[src/hdl/assert_macros.svh]
// ----------------------------------------------------------------------------
// assert_macros.svh
// Shared assertion macros for the sorted set exclusion counter RTL.
// ----------------------------------------------------------------------------
`ifndef ASSERT_MACROS_SVH
`define ASSERT_MACROS_SVH

// Property that must hold at every clock edge outside reset
`define ASSERT_ALWAYS(label, prop, msg) \
    label: assert property (@(posedge i_clk) disable iff (!i_rst_n) (prop)) \
        else $error(msg);

// Condition in one cycle implies a property in the next cycle
`define ASSERT_NEXT(label, pre, post, msg) \
    label: assert property (@(posedge i_clk) disable iff (!i_rst_n) (pre) |=> (post)) \
        else $error(msg);

`endif

[src/hdl/ssec_pkg.sv]
// ----------------------------------------------------------------------------
// ssec_pkg
// Shared types and constants of the sorted set exclusion counter.
// ----------------------------------------------------------------------------
`default_nettype none

package ssec_pkg;

    // Store geometry and search tuning
    localparam int MAX_VALUES       = 1024;
    localparam int LINEAR_THRESHOLD = 16;
    localparam int ADDR_W           = $clog2(MAX_VALUES);
    localparam int CNT_W            = $clog2(MAX_VALUES + 1);
    localparam int VALUE_W          = 32;
    localparam int OUT_TDATA_W      = 24;

    // Action codes carried in tuser
    localparam logic [1:0] ACT_CLEAR  = 2'd0;
    localparam logic [1:0] ACT_APPEND = 2'd1;
    localparam logic [1:0] ACT_CHECK  = 2'd2;

    // Status of the search sequencer toward the top level
    typedef struct packed {
        logic             busy;
        logic             done;
        logic             hit;
        logic [CNT_W-1:0] pos;
    } t_srch_stat;

endpackage

`default_nettype wire

[src/hdl/ssec_cell.sv]
// ----------------------------------------------------------------------------
// ssec_cell
// One storage cell of the sorted value chain: holds one id, passes it to the
// next cell on an append, and registers its compare flags against the key.
// ----------------------------------------------------------------------------
`default_nettype none

module ssec_cell
    import ssec_pkg::*;
(
    input  wire logic               i_clk,
    input  wire logic               i_shift,
    input  wire logic [VALUE_W-1:0] i_din,
    input  wire logic [VALUE_W-1:0] i_key,
    output logic      [VALUE_W-1:0] o_value,
    output logic                    o_eq,
    output logic                    o_lt
);

    logic [VALUE_W-1:0] r_value;
    logic               r_eq;
    logic               r_lt;

    // Take the neighbor's value on an append
    always_ff @(posedge i_clk) begin
        if (i_shift) begin
            r_value <= i_din;
        end
    end

    // Register the compare against the broadcast key
    always_ff @(posedge i_clk) begin
        r_eq <= (r_value == i_key);
        r_lt <= (r_value < i_key);
    end

    assign o_value = r_value;
    assign o_eq    = r_eq;
    assign o_lt    = r_lt;

endmodule

`default_nettype wire

[config.mk]
export PLATFORM = sky130hd
export DESIGN_NAME = ssec_cell
export DESIGN_NICKNAME = d
export VERILOG_FILES = /design/src/hdl/assert_macros.svh /design/src/hdl/ssec_pkg.sv /design/src/hdl/ssec_cell.sv
export SDC_FILE = /design/constraint.sdc
export NUM_CORES = 1
export LEC_CHECK = 0
export ABC_AREA = 1
export BUFFER_PORTS_ARGS = -buffer_cell sky130_fd_sc_hd__buf_2
export CAP_MARGIN = 20
export CORE_MARGIN = 2
export CORE_UTILIZATION = 40
export CTS_BUF_LIST = sky130_fd_sc_hd__clkbuf_8
export DETAILED_ROUTE_END_ITERATION = 12
export GPL_ROUTABILITY_DRIVEN = 0
export GPL_TIMING_DRIVEN = 0
export PLACE_DENSITY = 0.74
export SKIP_LAST_GASP = 1
export SYNTH_ARGS = -nofsm -noshare
export SYNTH_HDL_FRONTEND = slang
export SYNTH_SLANG_ARGS = --single-unit
[constraint.sdc]
create_clock -name i_clk -period 2.3 [get_ports i_clk]
set_clock_uncertainty 0.05 [all_clocks]
set_input_delay 0.46 -clock i_clk [delete_from_list [all_inputs] [get_ports i_clk]]
set_output_delay 0.46 -clock i_clk [all_outputs]
set_load 0.05 [all_outputs]
==> After elaboration in Yosys (flattened, before gate mapping) <==
Cells that the tools add are included.
{ "totals": {"mem_bits_ro": 0, "regBits": 34, "word_cells": 5, "mem_bits_rw": 0, "latchBits": 0, "memories": 0, "input_bits": 66, "output_inout_bits": 34} }
{ "classes": {"eq_ne": 1, "n_mux": 0, "magnitude_cmp": 1, "n_bitwise": 0, "addsub": 0, "multipliers": 0, "n_reduce_logical": 0, "div": 0, "shift": 0} }
{ "op_table": {"columns": ["cell", "count"], "rows": [
  ["32-bit equality test", 1],
  ["32-bit < comparator", 1]
]} }

==> Depth between registers and ports, before layout <==
Gate-level depths: netlist (run 1).
{ "depth": {"depth_word": 1, "mapped_depth": 12} }

==> Worst setup path after synthesis (run 1) <==
OpenSTA, ideal clock, no wires.
{ "synth_timing": {"kind": "flip-flop to flip-flop", "startpoint": "register r_value[31], in the netlist o_value[31]", "endpoint": "register r_eq, in the netlist o_eq", "required_ns": 2.190, "stages_incl_launch_ff": 6, "period_less_slack_ns": 1.647, "path_slack_ns": 0.653, "arrival_ns": 1.537, "setup_time_ns": 0.060, "path_buffers": 0, "path_cell_list": "edfxtp_1 ha_1 nand4_1 nor3_2 nor2b_2 and3b_1"} }
{ "synth_via": {"elab_chain_cells": 1} }
{ "synth_lines": {"columns": ["item", "line_no", "text"], "rows": [
  ["start: declaration", "ssec_cell.sv:20", "logic [VALUE_W-1:0] r_value;"],
  ["start signal: assignment", "ssec_cell.sv:27", "r_value <= i_din;"],
  ["32-bit equality test", "ssec_cell.sv:33", "r_eq <= (r_value == i_key);"],
  ["end signal: assignment", "ssec_cell.sv:33", null],
  ["end: declaration", "ssec_cell.sv:21", "logic r_eq;"]
]} }
No other way between the ends.
A chain may end at the register's enable or synchronous reset.

==> Final worst setup path (run 1) <==
Ends and elaborated chain as after synthesis.

==> flow_metrics.env, run 1 <==
export IMPL_syn_nets=267
export IMPL_p_per_area_nw_per_um2=674
export IMPL_reg2reg_from="o_value[31]"
export IMPL_die_width_microns=72.0
export IMPL_io_buffer_count=99
export IMPL_cts_tree="built"
export IMPL_drive_above_1_share_pct=39.9
export IMPL_diodes=0
export IMPL_outcome="completed"
export IMPL_crit_required_ps=2470
export IMPL_syn_to_final_growth_pct=36.0
export IMPL_firstDrtPassIters=4
export IMPL_timing_fmax_mhz=670
export IMPL_synth_seq_cells=34
export IMPL_rows=24
export IMPL_die_y_microns=72.0
export IMPL_first_global_vias=1334
export IMPL_power_static_leakage_uw=0.00136
export IMPL_drv_cap=0
export IMPL_final_common_cell="buf_2"
export IMPL_syn_area_sq_um=1850
export IMPL_ios=100
export IMPL_drt_iter0_drc=33
export IMPL_ys_seq_area_share_pct=54.1
export IMPL_end_kind="flop"
export IMPL_path_max_fanout=3
export IMPL_clk_pin_slew_ps=70
export IMPL_die_area_sq_um=5190
export IMPL_h_tree_depth=2
export IMPL_crit_arrival_ps=1660
export IMPL_final_cells=328
export IMPL_avgViaCountPerCell=4.40
export IMPL_ant_nets=0
export IMPL_clockBufferDepth=2
export IMPL_finalSetupViolCount=0
export IMPL_crit_type="reg2reg"
export IMPL_grt_overflow_total=0
export IMPL_core_area_sq_um=4410
export IMPL_start_kind="flop"
export IMPL_report_final_hold_viol_count=0
export IMPL_layout_nets=373
export IMPL_grt_setup_unrepaired="false"
export IMPL_slew_violations=0
export IMPL_cts_buffers=5
export IMPL_hold_buffers=0
export IMPL_clock_latency_ps=280
export IMPL_min_from="i_din[20]"
export IMPL_antenna_found_initial=0
export IMPL_synth_avg_cell_area_sq_um=11.0
export IMPL_dp_hpwl_microns=2900
export IMPL_place_inst=320
export IMPL_layout_min_cycle_time_ps=1490
export IMPL_ir_worst_vdd_uv=444
export IMPL_cts_sinks=34
export IMPL_grt_usage_pct=13.7
export IMPL_relSlewSlack_pct=53.2
export IMPL_cts_resized_gates=0
export IMPL_postCtsSetupRepairBufs=0
export IMPL_fin_tns_setup_ps=0
export IMPL_min_path_type="in2reg"
export IMPL_start_util_pct=42.0
export IMPL_drt_total_wl_microns=3420
export IMPL_critPathLaunch="o_value[31]"
export IMPL_final_cell_mix="99 x buf_2, 37 x inv_1, 32 x ha_1, 32 x edfxtp_1, 29 x nand2_1"
export IMPL_vias=1443
export IMPL_grt_max_degree=33
export IMPL_grt_pass1_wl_microns=5440
export IMPL_ys_warn_count=0
export IMPL_routedWlPerCell_microns=10.4
export IMPL_synthDistinctLibCells=20
export IMPL_period_share_pct=64.9
export IMPL_drc=0
export IMPL_root_buffer="clkbuf_8"
export IMPL_worst_slew_pin_slew_ps=701
export IMPL_syn_inst=169
export IMPL_p_total_uw=1700
## state kept, by name (all words and copies together), names as in the netlist
name     flops
o_eq         1
o_lt         1
o_value     32
## per-layer routing
metal / share of wire (%) / GRT usage (%)
met5: 0 / 0
met4: 1.1 / 5.03
met3: 7.9 / 4.44
met2: 48 / 23.0
met1: 43 / 16.6
## through the flow
step / setup slack [ps] / area (sq um) / hold slack [ps] / utilization (%)
2_1_floorplan: 653 / 1850 / 509 / -
3_3_place_gp: 624 / 2410 / 586 / 54.6
3_5_place_dp: 620 / 2410 / 588 / 54.6
4_1_cts: 775 / 2520 / 291 / 57.1
5_1_grt: 704 / 2520 / 286 / 57.1
6_report: 807 / 2520 / 304 / 57.1
## path summary, 6_finish.rpt
kind	end	slack (ps)	depth (start not counted)
worst max-delay path	o_eq	810	5
worst min-delay path	o_value[20]	300	1
worst max register to register	o_eq	810	5
worst min register to register	o_lt	730	6
## cell families after synthesis
logic type | synth area share (%)
compound gates | 5.54
flops | 54.1
fa+ha+maj | 21.6
buf+inv | 7.70
simple gates | 11.1
## Yosys cell counts
cell	number	share of area, %
inv_1	35	7.1
ha_1	32	22
nor2_1	6	1.2
nand3_1	3	0.81
o21ai_1	1	0.27
edfxtp_1	32	52
inv_2	3	0.61
nand4_1	3	1.0
a21o_1	1	0.41
a21oi_1	14	3.8
o21bai_1	1	0.41
nor3_2	1	0.54
nand3b_1	1	0.41
o21a_1	1	0.41
o21ai_0	1	0.27
nor3_1	1	0.27
nor2b_2	1	0.47
dfxtp_1	2	2.2
and3b_1	1	0.47
nand2_1	29	5.9
## layout make-up
type	count	area [sq um]
clock buffers	5	68.8
clock inverters	3	37.5
fillers	399	1900
inverters	38	143
multi-input cells	97	708
flip-flops and latches	34	1000
well taps	52	65.1
repair buffers	99	495
## worst max-delay path, stage by stage, from the launching register on
cell      delay [ps]
edfxtp_1         390
ha_1             330
nand4_1          140
nor3_2           180
nor2b_2          200
and3b_1          150
## power by group
part / internal [uW] / total (uW) / switching, uW / leakage, uW
Sequential: 733 / 756 / 23.4 / 0.000330
Combinational: 138 / 431 / 292 / 0.000975
Clock: 315 / 512 / 197 / 0.0000607
Total: 1190 / 1700 / 512 / 0.00136
Note: power is estimated with default switching activity, not from simulation.
==> run 2: changes to the inputs <==
PLACE_DENSITY = 0.77   (was 0.74)
clock period = 1.2 ns   (was 2.3 ns; I/O delays follow)
==> flow_metrics.env, run 2 (synthesized netlist as in run 1, its figures left out) <==
export IMPL_die_area_sq_um=5190
export IMPL_power_static_leakage_uw=0.00143
export IMPL_grt_setup_unrepaired="true"
export IMPL_report_final_hold_viol_count=0
export IMPL_end_kind="flop"
export IMPL_drt_iter0_drc=40
export IMPL_violations="negative setup slack"
export IMPL_crit_required_ps=1370
export IMPL_final_common_cell="buf_2"
export IMPL_r2r_end="o_eq"
export IMPL_whs_endpoint="o_value[18]"
export IMPL_cts_buffers=5
export IMPL_relSlewSlack_pct=52.6
export IMPL_rows=24
export IMPL_vias=1510
export IMPL_die_y_microns=72.0
export IMPL_crit_arrival_ps=1720
export IMPL_start_util_pct=42.0
export IMPL_largest_register_ffs=32
export IMPL_combPwrFrac_pct=28.5
export IMPL_final_cells=332
export IMPL_grt_overflow_total=0
export IMPL_timing_fmax_mhz=648
export IMPL_reg2reg_from="o_value[30]"
export IMPL_grt_pass1_wl_microns=6110
export IMPL_finalSetupViolCount=4
export IMPL_cts_sinks=34
export IMPL_io_buffer_count=99
export IMPL_syn_to_final_growth_pct=47.3
export IMPL_ios=100
export IMPL_fin_tns_setup_ps=-825
export IMPL_ant_nets=0
export IMPL_layout_nets=377
export IMPL_ir_worst_vdd_uv=817
export IMPL_h_tree_depth=2
export IMPL_period_share_pct=129
export IMPL_antenna_found_initial=0
export IMPL_reg2reg_depth=5
export IMPL_min_path_type="in2reg"
export IMPL_firstDrtPassIters=4
export IMPL_drc=0
export IMPL_place_inst=320
export IMPL_first_global_vias=1524
export IMPL_worst_r2r_setup_slack_ps=-340
export IMPL_path_max_fanout=2
export IMPL_hold_slack_ps=84.5
export IMPL_diodes=0
export IMPL_outcome="complete, but fails checks"
export IMPL_fin_ws_ps=-343
export IMPL_drv_cap=0
export IMPL_start_kind="flop"
export IMPL_fin_util_pct=61.8
export IMPL_cts_tree="built"
export IMPL_power_frac_clock_pct=27.2
export IMPL_layout_min_cycle_time_ps=1540
export IMPL_avgViaCountPerCell=4.55
export IMPL_internal_power_uw=2290
export IMPL_crit_type="reg2reg"
export IMPL_routedWlPerCell_microns=11.8
export IMPL_hold_buffers=0
export IMPL_drive_above_1_share_pct=41.8
export IMPL_holdPathStages=1
export IMPL_pwr_share_seq_pct=44.3
export IMPL_min_from="i_din[18]"
export IMPL_clock_latency_ps=280
export IMPL_place_ws_ps=-316
export IMPL_core_area_sq_um=4410
export IMPL_die_width_microns=72.0
export IMPL_worst_slew_pin_slew_ps=711
export IMPL_grt_max_degree=33
export IMPL_p_per_area_nw_per_um2=1220
export IMPL_p_sw_uw=1030
export IMPL_final_cell_mix="67 x buf_2, 35 x inv_1, 32 x edfxtp_1, 30 x ha_1, 29 x nand2_1"
export IMPL_dp_hpwl_microns=3040
export IMPL_drt_total_wl_microns=3920
export IMPL_root_buffer="clkbuf_8"
export IMPL_slew_violations=0
export IMPL_clockBufferDepth=2
export IMPL_clk_pin_slew_ps=70
export IMPL_sw_frac_of_total_pct=31.0
export IMPL_grt_usage_pct=15.5
[run 2: stage by stage]
step | area [sq um] | total power, uW
2_1_floorplan | 1860 | 2050
3_3_place_gp | 2420 | 2290
3_5_place_dp | 2420 | 2320
4_1_cts | 2610 | 3290
5_1_grt | 2730 | 3490
6_report | 2730 | 3320
[run 2: worst max-delay path: stages, from the launching register on]
cell and delay, ps:
edfxtp_1 440, ha_4 300, nand4_1 130, nor3_2 210, nor2b_4 200, and3b_1 150
[run 2: final cells by class]
class,count,area [sq um]
inverters,38,143
well taps,52,65.1
flip-flops and latches,34,1000
clock inverters,1,3.75
fillers,384,1690
repair buffers,103,681
multi-input cells,97,738
clock buffers,7,96.3
[run 2: timing repair]
item | 4_1_cts | 5_1_grt
gates resized for setup | 24 | 42
setup endpoints to repair | 24 | 34
pin swaps | 1 | 0
buffers inserted | 3 | 2
[run 2: power groups by stage]
stage,clock (uW),sequential [uW],combinational [uW]
6_report,903,1470,943
5_1_grt,978,1480,1030
4_1_cts,938,1460,893
3_5_place_dp,0,1480,840
3_3_place_gp,0,1470,822
2_1_floorplan,0,1800,249
[run 2: worst max path at each step]
stage / to / start
2_1_floorplan: o_eq / o_value[31]
3_3_place_gp: o_eq / o_value[31]
3_5_place_dp: o_eq / o_value[29]
4_1_cts: o_eq / o_value[31]
5_1_grt: o_eq / o_value[30]
6_report: o_eq / o_value[30]
[run 2: layer usage]
metal	vias up	track usage (%)	wire length, microns
met5	-	0	0
li1	788	-	-
met3	10	5.42	288
met2	60	28.9	2130
met1	652	15.9	1420
met4	0	5.45	85
